[src/design/lgsm_pkg.sv]
package lgsm_pkg;

    // Field widths of the register, the input item and the result item.
    localparam int DIST_BITS = 16;
    localparam int OUT_BITS  = 32;

    // Width of the elapsed-time counter; the counter saturates at all ones.
    localparam int TIME_BITS = 32;

    // Scale from cm per microsecond to hundredths of km/h.
    localparam int                   SCALE_BITS  = 22;
    localparam logic [SCALE_BITS-1:0] SPEED_SCALE = SCALE_BITS'(3600000);

    // The dividend is distance times scale.
    localparam int PROD_BITS = DIST_BITS + SCALE_BITS;
    localparam int STEP_BITS = $clog2(PROD_BITS);

    // Register reset value.
    localparam logic [DIST_BITS-1:0] DIST_RESET = DIST_BITS'(100);

    // Saturated speed.
    localparam logic [OUT_BITS-1:0] SPEED_MAX = '1;

    // Input command codes.
    localparam logic CMD_TICK  = 1'b0;
    localparam logic CMD_CLEAR = 1'b1;

    // Request queue between front and back; depth is a power of two.
    localparam int QUEUE_DEPTH = 2;
    localparam int QUEUE_AW    = $clog2(QUEUE_DEPTH);

    // One classified request from the front to the back.
    typedef struct packed {
        logic                 measure;
        logic [TIME_BITS-1:0] elapsed;
    } lgsm_req_t;

endpackage

[src/design/lgsm_front.sv]
module lgsm_front (
    input  logic                aclk,
    input  logic                aresetn,
    input  logic                s_valid,
    output logic                s_ready,
    input  logic                s_command,
    input  logic                s_start_broken,
    input  logic                s_end_broken,
    output logic                q_push,
    output lgsm_pkg::lgsm_req_t q_data,
    input  logic                q_full
);

    logic                           start_seen_reg, start_seen_next;
    logic                           end_seen_reg, end_seen_next;
    logic                           armed_reg, armed_next;
    logic [lgsm_pkg::TIME_BITS-1:0] count_reg, count_next;
    logic                           accept;
    logic                           start_edge;
    logic                           end_edge;
    logic                           armed_mid;
    logic [lgsm_pkg::TIME_BITS-1:0] count_mid;
    logic                           measure;

    // A request is taken whenever the queue has room.
    assign s_ready = !q_full;
    assign accept  = s_valid && s_ready;

    // Edge detection and the elapsed counter for one tick.
    always_comb begin
        start_edge = s_start_broken && !start_seen_reg;
        end_edge   = s_end_broken && !end_seen_reg;
        if (start_edge) begin
            armed_mid = 1'b1;
            count_mid = '0;
        end else begin
            armed_mid = armed_reg;
            if (armed_reg && (count_reg != '1)) begin
                count_mid = count_reg + lgsm_pkg::TIME_BITS'(1);
            end else begin
                count_mid = count_reg;
            end
        end
        measure = end_edge && armed_mid;

        if (s_command == lgsm_pkg::CMD_CLEAR) begin
            start_seen_next = 1'b0;
            end_seen_next   = 1'b0;
            armed_next      = 1'b0;
            count_next      = '0;
            q_data.measure  = 1'b0;
        end else begin
            start_seen_next = s_start_broken;
            // The end level is not recorded on a measuring tick.
            end_seen_next   = s_end_broken && !measure;
            armed_next      = armed_mid && !measure;
            count_next      = count_mid;
            q_data.measure  = measure;
        end
        q_data.elapsed = count_mid;
        q_push         = accept;
    end

    // State registers.
    always_ff @(posedge aclk) begin
        if (!aresetn) begin
            start_seen_reg <= 1'b0;
            end_seen_reg   <= 1'b0;
            armed_reg      <= 1'b0;
            count_reg      <= '0;
        end else if (accept) begin
            start_seen_reg <= start_seen_next;
            end_seen_reg   <= end_seen_next;
            armed_reg      <= armed_next;
            count_reg      <= count_next;
        end
    end

endmodule

[src/design/lgsm_fifo.sv]
module lgsm_fifo (
    input  logic                aclk,
    input  logic                aresetn,
    input  logic                push,
    input  lgsm_pkg::lgsm_req_t push_data,
    output logic                full,
    input  logic                pop,
    output lgsm_pkg::lgsm_req_t pop_data,
    output logic                not_empty
);

    lgsm_pkg::lgsm_req_t             slot_reg [lgsm_pkg::QUEUE_DEPTH];
    logic [lgsm_pkg::QUEUE_AW-1:0]   wr_ptr_reg, wr_ptr_next;
    logic [lgsm_pkg::QUEUE_AW-1:0]   rd_ptr_reg, rd_ptr_next;
    logic [lgsm_pkg::QUEUE_AW:0]     count_reg, count_next;
    logic                            do_push;
    logic                            do_pop;

    assign full      = (count_reg == (lgsm_pkg::QUEUE_AW + 1)'(lgsm_pkg::QUEUE_DEPTH));
    assign not_empty = (count_reg != '0);
    assign pop_data  = slot_reg[rd_ptr_reg];
    assign do_push   = push && !full;
    assign do_pop    = pop && not_empty;

    // Pointers wrap naturally since the depth is a power of two.
    always_comb begin
        wr_ptr_next = do_push ? wr_ptr_reg + lgsm_pkg::QUEUE_AW'(1) : wr_ptr_reg;
        rd_ptr_next = do_pop ? rd_ptr_reg + lgsm_pkg::QUEUE_AW'(1) : rd_ptr_reg;
        count_next  = count_reg;
        if (do_push && !do_pop) begin
            count_next = count_reg + (lgsm_pkg::QUEUE_AW + 1)'(1);
        end else if (do_pop && !do_push) begin
            count_next = count_reg - (lgsm_pkg::QUEUE_AW + 1)'(1);
        end
    end

    // Control registers.
    always_ff @(posedge aclk) begin
        if (!aresetn) begin
            wr_ptr_reg <= '0;
            rd_ptr_reg <= '0;
            count_reg  <= '0;
        end else begin
            wr_ptr_reg <= wr_ptr_next;
            rd_ptr_reg <= rd_ptr_next;
            count_reg  <= count_next;
        end
    end

    // Payload storage.
    always_ff @(posedge aclk) begin
        if (do_push) begin
            slot_reg[wr_ptr_reg] <= push_data;
        end
    end

endmodule

[src/design/lgsm_back.sv]
module lgsm_back (
    input  logic                                aclk,
    input  logic                                aresetn,
    input  logic [lgsm_pkg::DIST_BITS-1:0]      gate_distance_cm,
    input  logic                                q_valid,
    input  lgsm_pkg::lgsm_req_t                 q_data,
    output logic                                q_pop,
    output logic                                m_valid,
    input  logic                                m_ready,
    output logic                                m_speed_valid,
    output logic [lgsm_pkg::OUT_BITS-1:0]       m_speed_centi_kmph,
    output logic [lgsm_pkg::OUT_BITS-1:0]       m_elapsed_us
);

    typedef enum logic [3:0] {
        B_IDLE = 4'b0001,
        B_MUL  = 4'b0010,
        B_DIV  = 4'b0100,
        B_DONE = 4'b1000
    } back_state_t;

    back_state_t                       state_reg, state_next;
    logic                              meas_reg, meas_next;
    logic                              sat_reg, sat_next;
    logic [lgsm_pkg::TIME_BITS-1:0]    div_reg, div_next;
    logic [lgsm_pkg::PROD_BITS-1:0]    num_reg, num_next;
    logic [lgsm_pkg::TIME_BITS-1:0]    rem_reg, rem_next;
    logic [lgsm_pkg::STEP_BITS-1:0]    step_reg, step_next;
    logic                              m_valid_reg, m_valid_next;
    logic                              m_speed_valid_reg;
    logic [lgsm_pkg::OUT_BITS-1:0]     m_speed_reg;
    logic [lgsm_pkg::OUT_BITS-1:0]     m_elapsed_reg;
    logic [lgsm_pkg::OUT_BITS-1:0]     speed_value;
    logic [lgsm_pkg::PROD_BITS-1:0]    product;
    logic [lgsm_pkg::TIME_BITS:0]      rem_shift;
    logic [lgsm_pkg::TIME_BITS:0]      rem_diff;
    logic                              rem_ge;
    logic                              out_load;

    // Dividend: distance times the scale constant.
    assign product = gate_distance_cm * lgsm_pkg::SPEED_SCALE;

    // One restoring division step: shift in the next dividend bit, try a subtract.
    assign rem_shift = {rem_reg, num_reg[lgsm_pkg::PROD_BITS-1]};
    assign rem_diff  = rem_shift - {1'b0, div_reg};
    assign rem_ge    = (rem_shift >= {1'b0, div_reg});

    // Quotient saturates when it does not fit the output field.
    always_comb begin
        if (sat_reg || (num_reg[lgsm_pkg::PROD_BITS-1:lgsm_pkg::OUT_BITS] != '0)) begin
            speed_value = lgsm_pkg::SPEED_MAX;
        end else begin
            speed_value = num_reg[lgsm_pkg::OUT_BITS-1:0];
        end
    end

    assign out_load = (state_reg == B_DONE) && (!m_valid_reg || m_ready);

    // Sequencer for one request.
    always_comb begin
        state_next = state_reg;
        meas_next  = meas_reg;
        sat_next   = sat_reg;
        div_next   = div_reg;
        num_next   = num_reg;
        rem_next   = rem_reg;
        step_next  = step_reg;
        q_pop      = 1'b0;
        case (state_reg)
            B_IDLE: begin
                if (q_valid) begin
                    q_pop     = 1'b1;
                    meas_next = q_data.measure;
                    div_next  = q_data.elapsed;
                    num_next  = '0;
                    sat_next  = 1'b0;
                    if (!q_data.measure) begin
                        state_next = B_DONE;
                    end else if (q_data.elapsed == '0) begin
                        // Zero time gives the saturated speed.
                        sat_next   = 1'b1;
                        state_next = B_DONE;
                    end else begin
                        state_next = B_MUL;
                    end
                end
            end
            B_MUL: begin
                num_next   = product;
                rem_next   = '0;
                step_next  = lgsm_pkg::STEP_BITS'(lgsm_pkg::PROD_BITS - 1);
                state_next = B_DIV;
            end
            B_DIV: begin
                num_next  = {num_reg[lgsm_pkg::PROD_BITS-2:0], rem_ge};
                rem_next  = rem_ge ? rem_diff[lgsm_pkg::TIME_BITS-1:0]
                                   : rem_shift[lgsm_pkg::TIME_BITS-1:0];
                step_next = step_reg - lgsm_pkg::STEP_BITS'(1);
                if (step_reg == '0) begin
                    state_next = B_DONE;
                end
            end
            B_DONE: begin
                if (out_load) begin
                    state_next = B_IDLE;
                end
            end
            default: begin
                state_next = B_IDLE;
            end
        endcase
    end

    // Output valid: set on load, cleared once the result is taken.
    always_comb begin
        if (out_load) begin
            m_valid_next = 1'b1;
        end else if (m_ready) begin
            m_valid_next = 1'b0;
        end else begin
            m_valid_next = m_valid_reg;
        end
    end

    // Control registers.
    always_ff @(posedge aclk) begin
        if (!aresetn) begin
            state_reg   <= B_IDLE;
            m_valid_reg <= 1'b0;
        end else begin
            state_reg   <= state_next;
            m_valid_reg <= m_valid_next;
        end
    end

    // Datapath registers.
    always_ff @(posedge aclk) begin
        meas_reg <= meas_next;
        sat_reg  <= sat_next;
        div_reg  <= div_next;
        num_reg  <= num_next;
        rem_reg  <= rem_next;
        step_reg <= step_next;
    end

    // Output register; fields read zero when no measurement completed.
    always_ff @(posedge aclk) begin
        if (out_load) begin
            m_speed_valid_reg <= meas_reg;
            m_speed_reg       <= meas_reg ? speed_value : '0;
            m_elapsed_reg     <= meas_reg ? lgsm_pkg::OUT_BITS'(div_reg) : '0;
        end
    end

    assign m_valid            = m_valid_reg;
    assign m_speed_valid      = m_speed_valid_reg;
    assign m_speed_centi_kmph = m_speed_reg;
    assign m_elapsed_us       = m_elapsed_reg;

endmodule

[src/design/light_gate_speed_meter_top.sv]
// Flow: an accepted request is written into the queue, popped by the back part when idle,
// and its result loaded into the output register; a measuring tick passes through the
// multiply state and the one-bit-per-cycle divider first. The back part takes a new request
// only once the last result is loaded. Input is taken while the two-entry queue has room.
// Reset (aresetn, synchronous, active low) clears the edge state, counter, queue
// and output valid, and sets gate_distance_cm to 100.
module light_gate_speed_meter_top (
    input  logic                              aclk,
    input  logic                              aresetn,
    input  logic                              cfg_wr_en,
    input  logic [lgsm_pkg::DIST_BITS-1:0]    cfg_wr_data,
    input  logic                              s_valid,
    output logic                              s_ready,
    input  logic                              s_command,
    input  logic                              s_start_broken,
    input  logic                              s_end_broken,
    output logic                              m_valid,
    input  logic                              m_ready,
    output logic                              m_speed_valid,
    output logic [lgsm_pkg::OUT_BITS-1:0]     m_speed_centi_kmph,
    output logic [lgsm_pkg::OUT_BITS-1:0]     m_elapsed_us
);

    logic [lgsm_pkg::DIST_BITS-1:0] dist_reg;
    logic                           q_push;
    lgsm_pkg::lgsm_req_t            q_push_data;
    logic                           q_full;
    logic                           q_pop;
    lgsm_pkg::lgsm_req_t            q_pop_data;
    logic                           q_valid;

    // Gate distance register.
    always_ff @(posedge aclk) begin
        if (!aresetn) begin
            dist_reg <= lgsm_pkg::DIST_RESET;
        end else if (cfg_wr_en) begin
            dist_reg <= cfg_wr_data;
        end
    end

    // Front: edge detection and classification of each tick.
    lgsm_front u_front (
        .aclk           (aclk),
        .aresetn        (aresetn),
        .s_valid        (s_valid),
        .s_ready        (s_ready),
        .s_command      (s_command),
        .s_start_broken (s_start_broken),
        .s_end_broken   (s_end_broken),
        .q_push         (q_push),
        .q_data         (q_push_data),
        .q_full         (q_full)
    );

    // Request queue between front and back.
    lgsm_fifo u_fifo (
        .aclk      (aclk),
        .aresetn   (aresetn),
        .push      (q_push),
        .push_data (q_push_data),
        .full      (q_full),
        .pop       (q_pop),
        .pop_data  (q_pop_data),
        .not_empty (q_valid)
    );

    // Back: speed division and result output.
    lgsm_back u_back (
        .aclk               (aclk),
        .aresetn            (aresetn),
        .gate_distance_cm   (dist_reg),
        .q_valid            (q_valid),
        .q_data             (q_pop_data),
        .q_pop              (q_pop),
        .m_valid            (m_valid),
        .m_ready            (m_ready),
        .m_speed_valid      (m_speed_valid),
        .m_speed_centi_kmph (m_speed_centi_kmph),
        .m_elapsed_us       (m_elapsed_us)
    );

endmodule
[config.mk]
export PLATFORM = sky130hd
export DESIGN_NAME = light_gate_speed_meter_top
export DESIGN_NICKNAME = d
export VERILOG_FILES = /design/src/design/lgsm_pkg.sv /design/src/design/lgsm_front.sv /design/src/design/lgsm_fifo.sv /design/src/design/lgsm_back.sv /design/src/design/light_gate_speed_meter_top.sv
export SDC_FILE = /design/constraint.sdc
export NUM_CORES = 1
export LEC_CHECK = 0
export ABC_AREA = 1
export BUFFER_PORTS_ARGS = -buffer_cell sky130_fd_sc_hd__clkbuf_2
export CORE_ASPECT_RATIO = 1.1
export CORE_MARGIN = 2
export CORE_UTILIZATION = 51
export DETAILED_ROUTE_END_ITERATION = 16
export GPL_TIMING_DRIVEN = 0
export PLACE_DENSITY = 0.76
export SETUP_SLACK_MARGIN = 0.4
export SLEW_MARGIN = 20
export SYNTH_ARGS = -nofsm -noshare
export SYNTH_HDL_FRONTEND = slang
export SYNTH_SLANG_ARGS = --single-unit
export TNS_END_PERCENT = 20
[constraint.sdc]
create_clock -name aclk -period 5.4 [get_ports aclk]
set_input_delay 1.08 -clock aclk [delete_from_list [all_inputs] [get_ports aclk]]
set_output_delay 1.08 -clock aclk [all_outputs]
set_load 0.03 [all_outputs]
==> results.toml <==
[status]
status = "completed"

[floorplanning]
row_count = 79
die-width_um = 201.7
die_h_um = 221.5
pin_count = 91
core_sq_um = 42400
initial_core_util_pct = 51.72
die_area_sq_um = 44680

[flow_run]
cap_violations = 0

[route]
wl_per_cell_um = 16.57
drc = 0
drt_iter0_drc = 1278
routed_wl_um = 57590
ant_nets = 0
vias = 18030
routed_via_density = 5.188
drt_pre_antenna_iters = 5

[clock_network]
clkSinkCount = 302
cts_tree = "yes"
cts_root_buffer = "clkbuf_16"
h-tree-depth = 2
clk_path_buf_depth = 3
insertion_delay_ns = 0.56
cts_buffers = 35
clk_pin_slew_ns = 0.06
cts_hold_buf = 0

[synthesis]
yosysUniqueCellTypes = 48
yosysWarningCount = 0
synth_edf_count = 241
syn_inst = 2728
syn_area_per_cell_sq_um = 8.039
netlist_area_sq_um = 21930
syn_nets = 3019
seq_area_frac_synth_pct = 38.57
synth_top_flop_cell = "edfxtp_1"
synthArstFlopShare_pct = 0
ys_ff_latch = 302

[worst_setup_path]
worstSetupStartpointType = "flop"
arrival_ns = 5.42
cp.required_ns = 5.70
criticalPathCategory = "reg -> reg"
worstPathMaxFanout = 7
critPathCaptureType = "flop"

[global_routing]
grt_max_degree = 39
grt_pass1_vias = 17880
grt.total_usage_pct = 25.65
antenna_found_initial = 0
grt_overflow_total = 0
grt_pass1_wl_um = 91120

[place]
place_hpwl_um = 44520
port_buffers = 89
place_congestion = 0.9702
dp.cells = 3390

[sta]
finalHoldViolations = 0
slew_violations = 0
max_freq_mhz = 195.0
holdWs_ns = 0.4605
finClkSkew_ns = 0.02643
setup_viol = 0
tightest_slew_ns = 0.8193
layout_worst_path_cycle_share_pct = 94.98
maxSlewHeadroom_pct = 45.38
tns_ns = 0
rsz0062_at_grt = "true"
period_needed_ns = 5.129

[finish]
largest_register_ffs = 66
fillers = 3683
drive_above_1_share_pct = 12.72
stdcell_count = 3475
syn2layout_area_growth_pct = 15.04
antennaDiodeCount = 0
fin_nets = 3174

[min_path]
holdCritPathClass = "reg -> reg"
-- layout by cell type (no fill, tap or decap), drive strengths merged, types with 8 or more instances in the layout --
cell    synthesis  layout
fa            113     113
nor2          270     270
nand3b         23      23
xnor2          10      10
ha            154     154
nand4          21      21
nor3           10      10
dfxtp          61      61
a21oi         161     161
clkinv          1      14
xor2           26      26
clkbuf         36     167
inv           573     576
nand3         104     104
buf            27      56
o21ai         110     110
o22ai           8       8
edfxtp        241     241
nand2         751     751
-- kinds of logic (layout without fill, tap and decap cells) --
family / after synthesis / in the layout / synth area share [%]
compound gates: 291 / 291 / 6.875
xor+xnor: 36 / 36 / 1.438
fa+ha+maj: 267 / 267 / 19.10
buf+inv: 637 / 817 / 11.38
flops: 302 / 302 / 38.57
simple gates: 1195 / 1195 / 22.63
-- final timing paths --
| path | from | end | slack, ns | depth (start not counted) |
|---|---|---|---|---|
| worst max-delay path | dist_reg[6] | u_back.num_reg[30] | 0.27 | 19 |
| worst min-delay path | u_fifo.rd_ptr_reg | u_fifo.rd_ptr_reg | 0.46 | 1 |
| worst max register to register | dist_reg[6] | u_back.num_reg[30] | 0.27 | 19 |
| worst min register to register | u_fifo.rd_ptr_reg | u_fifo.rd_ptr_reg | 0.46 | 1 |
-- per-stage QoR --
step / instance area (sq um) / setup slack, ns / util [%]
4_1_cts: 24830 / 0.3281 / 58.55
6_report: 25230 / 0.2710 / 59.49
5_1_grt: 25230 / 0.1063 / 59.49
3_5_place_dp: 23280 / -0.1499 / 54.90
3_3_place_gp: 23080 / -0.1723 / 54.44
2_1_floorplan: 21930 / 0.4531 / -
-- Yosys cell counts (2+ instances only) --
cell	count	area [sq um]
and2_1	6	37.54
buf_1	3	11.26
xor2_1	26	227.7
edfxtp_1	241	7237
nor2_2	2	12.51
nand3_1	103	515.5
nor2_4	3	33.78
a21oi_1	160	800.8
nor3_1	9	45.04
inv_1	570	2140
o21ai_0	108	540.5
fa_1	113	2262
nand2_2	26	162.7
or2_2	5	31.28
nand4_1	21	131.4
nand2_1	720	2703
o21bai_1	6	45.04
o22ai_1	8	50.05
ha_1	154	1927
clkbuf_1	36	135.1
nand3b_1	23	172.7
nand2_4	4	45.04
nor2_1	265	994.7
buf_12	2	40.04
o32ai_1	2	17.52
and3_1	3	18.77
xnor2_1	10	87.58
buf_2	16	80.08
dfxtp_1	61	1221
buf_6	4	45.04
-- worst max-delay path, cell delays in order, from the launching register on --
cell	delay (ns)
dfxtp_4	0.38
fa_1	0.54
inv_1	0.06
fa_1	0.48
fa_1	0.55
inv_2	0.05
fa_1	0.48
fa_1	0.53
inv_1	0.05
fa_1	0.56
inv_2	0.07
ha_4	0.28
a21oi_4	0.24
o21ai_4	0.09
inv_1	0.08
nand2_1	0.05
nand2_1	0.06
nand3_2	0.11
nor2_1	0.12
o21ai_1	0.09
-- metal layers --
metal  GRT usage, %  vias to the layer above  routed length (um)
met1          34.44                     8499               24910
met5              0                        -                   0
li1               -                     8853                   -
met3          4.138                       94                3830
met2          42.57                      582               27350
met4          8.207                        0                1505
-- cell type report --
type                    instances  area [sq um]  share of cell area, %
multi-input cells            1789         11570                  45.88
flip-flops and latches        302          8504                  33.71
inverters                     574          2165                  8.580
clock buffers                  42         943.4                  3.740
repair buffers                118         792.0                  3.139
well taps                     567         709.4                  2.812
plain buffers                  63         334.1                  1.324
clock inverters                20         205.2                 0.8134
-- what timing repair did --
item / in CTS / in global routing
pin swaps: 31 / 50
endpoints found under the setup margin: 21 / 21
buffers inserted: 11 / 12
gates resized for setup: 97 / 84
Power is not shown: default switching activity piles up to over one toggle a cycle in this logic, so the estimate is an artifact.
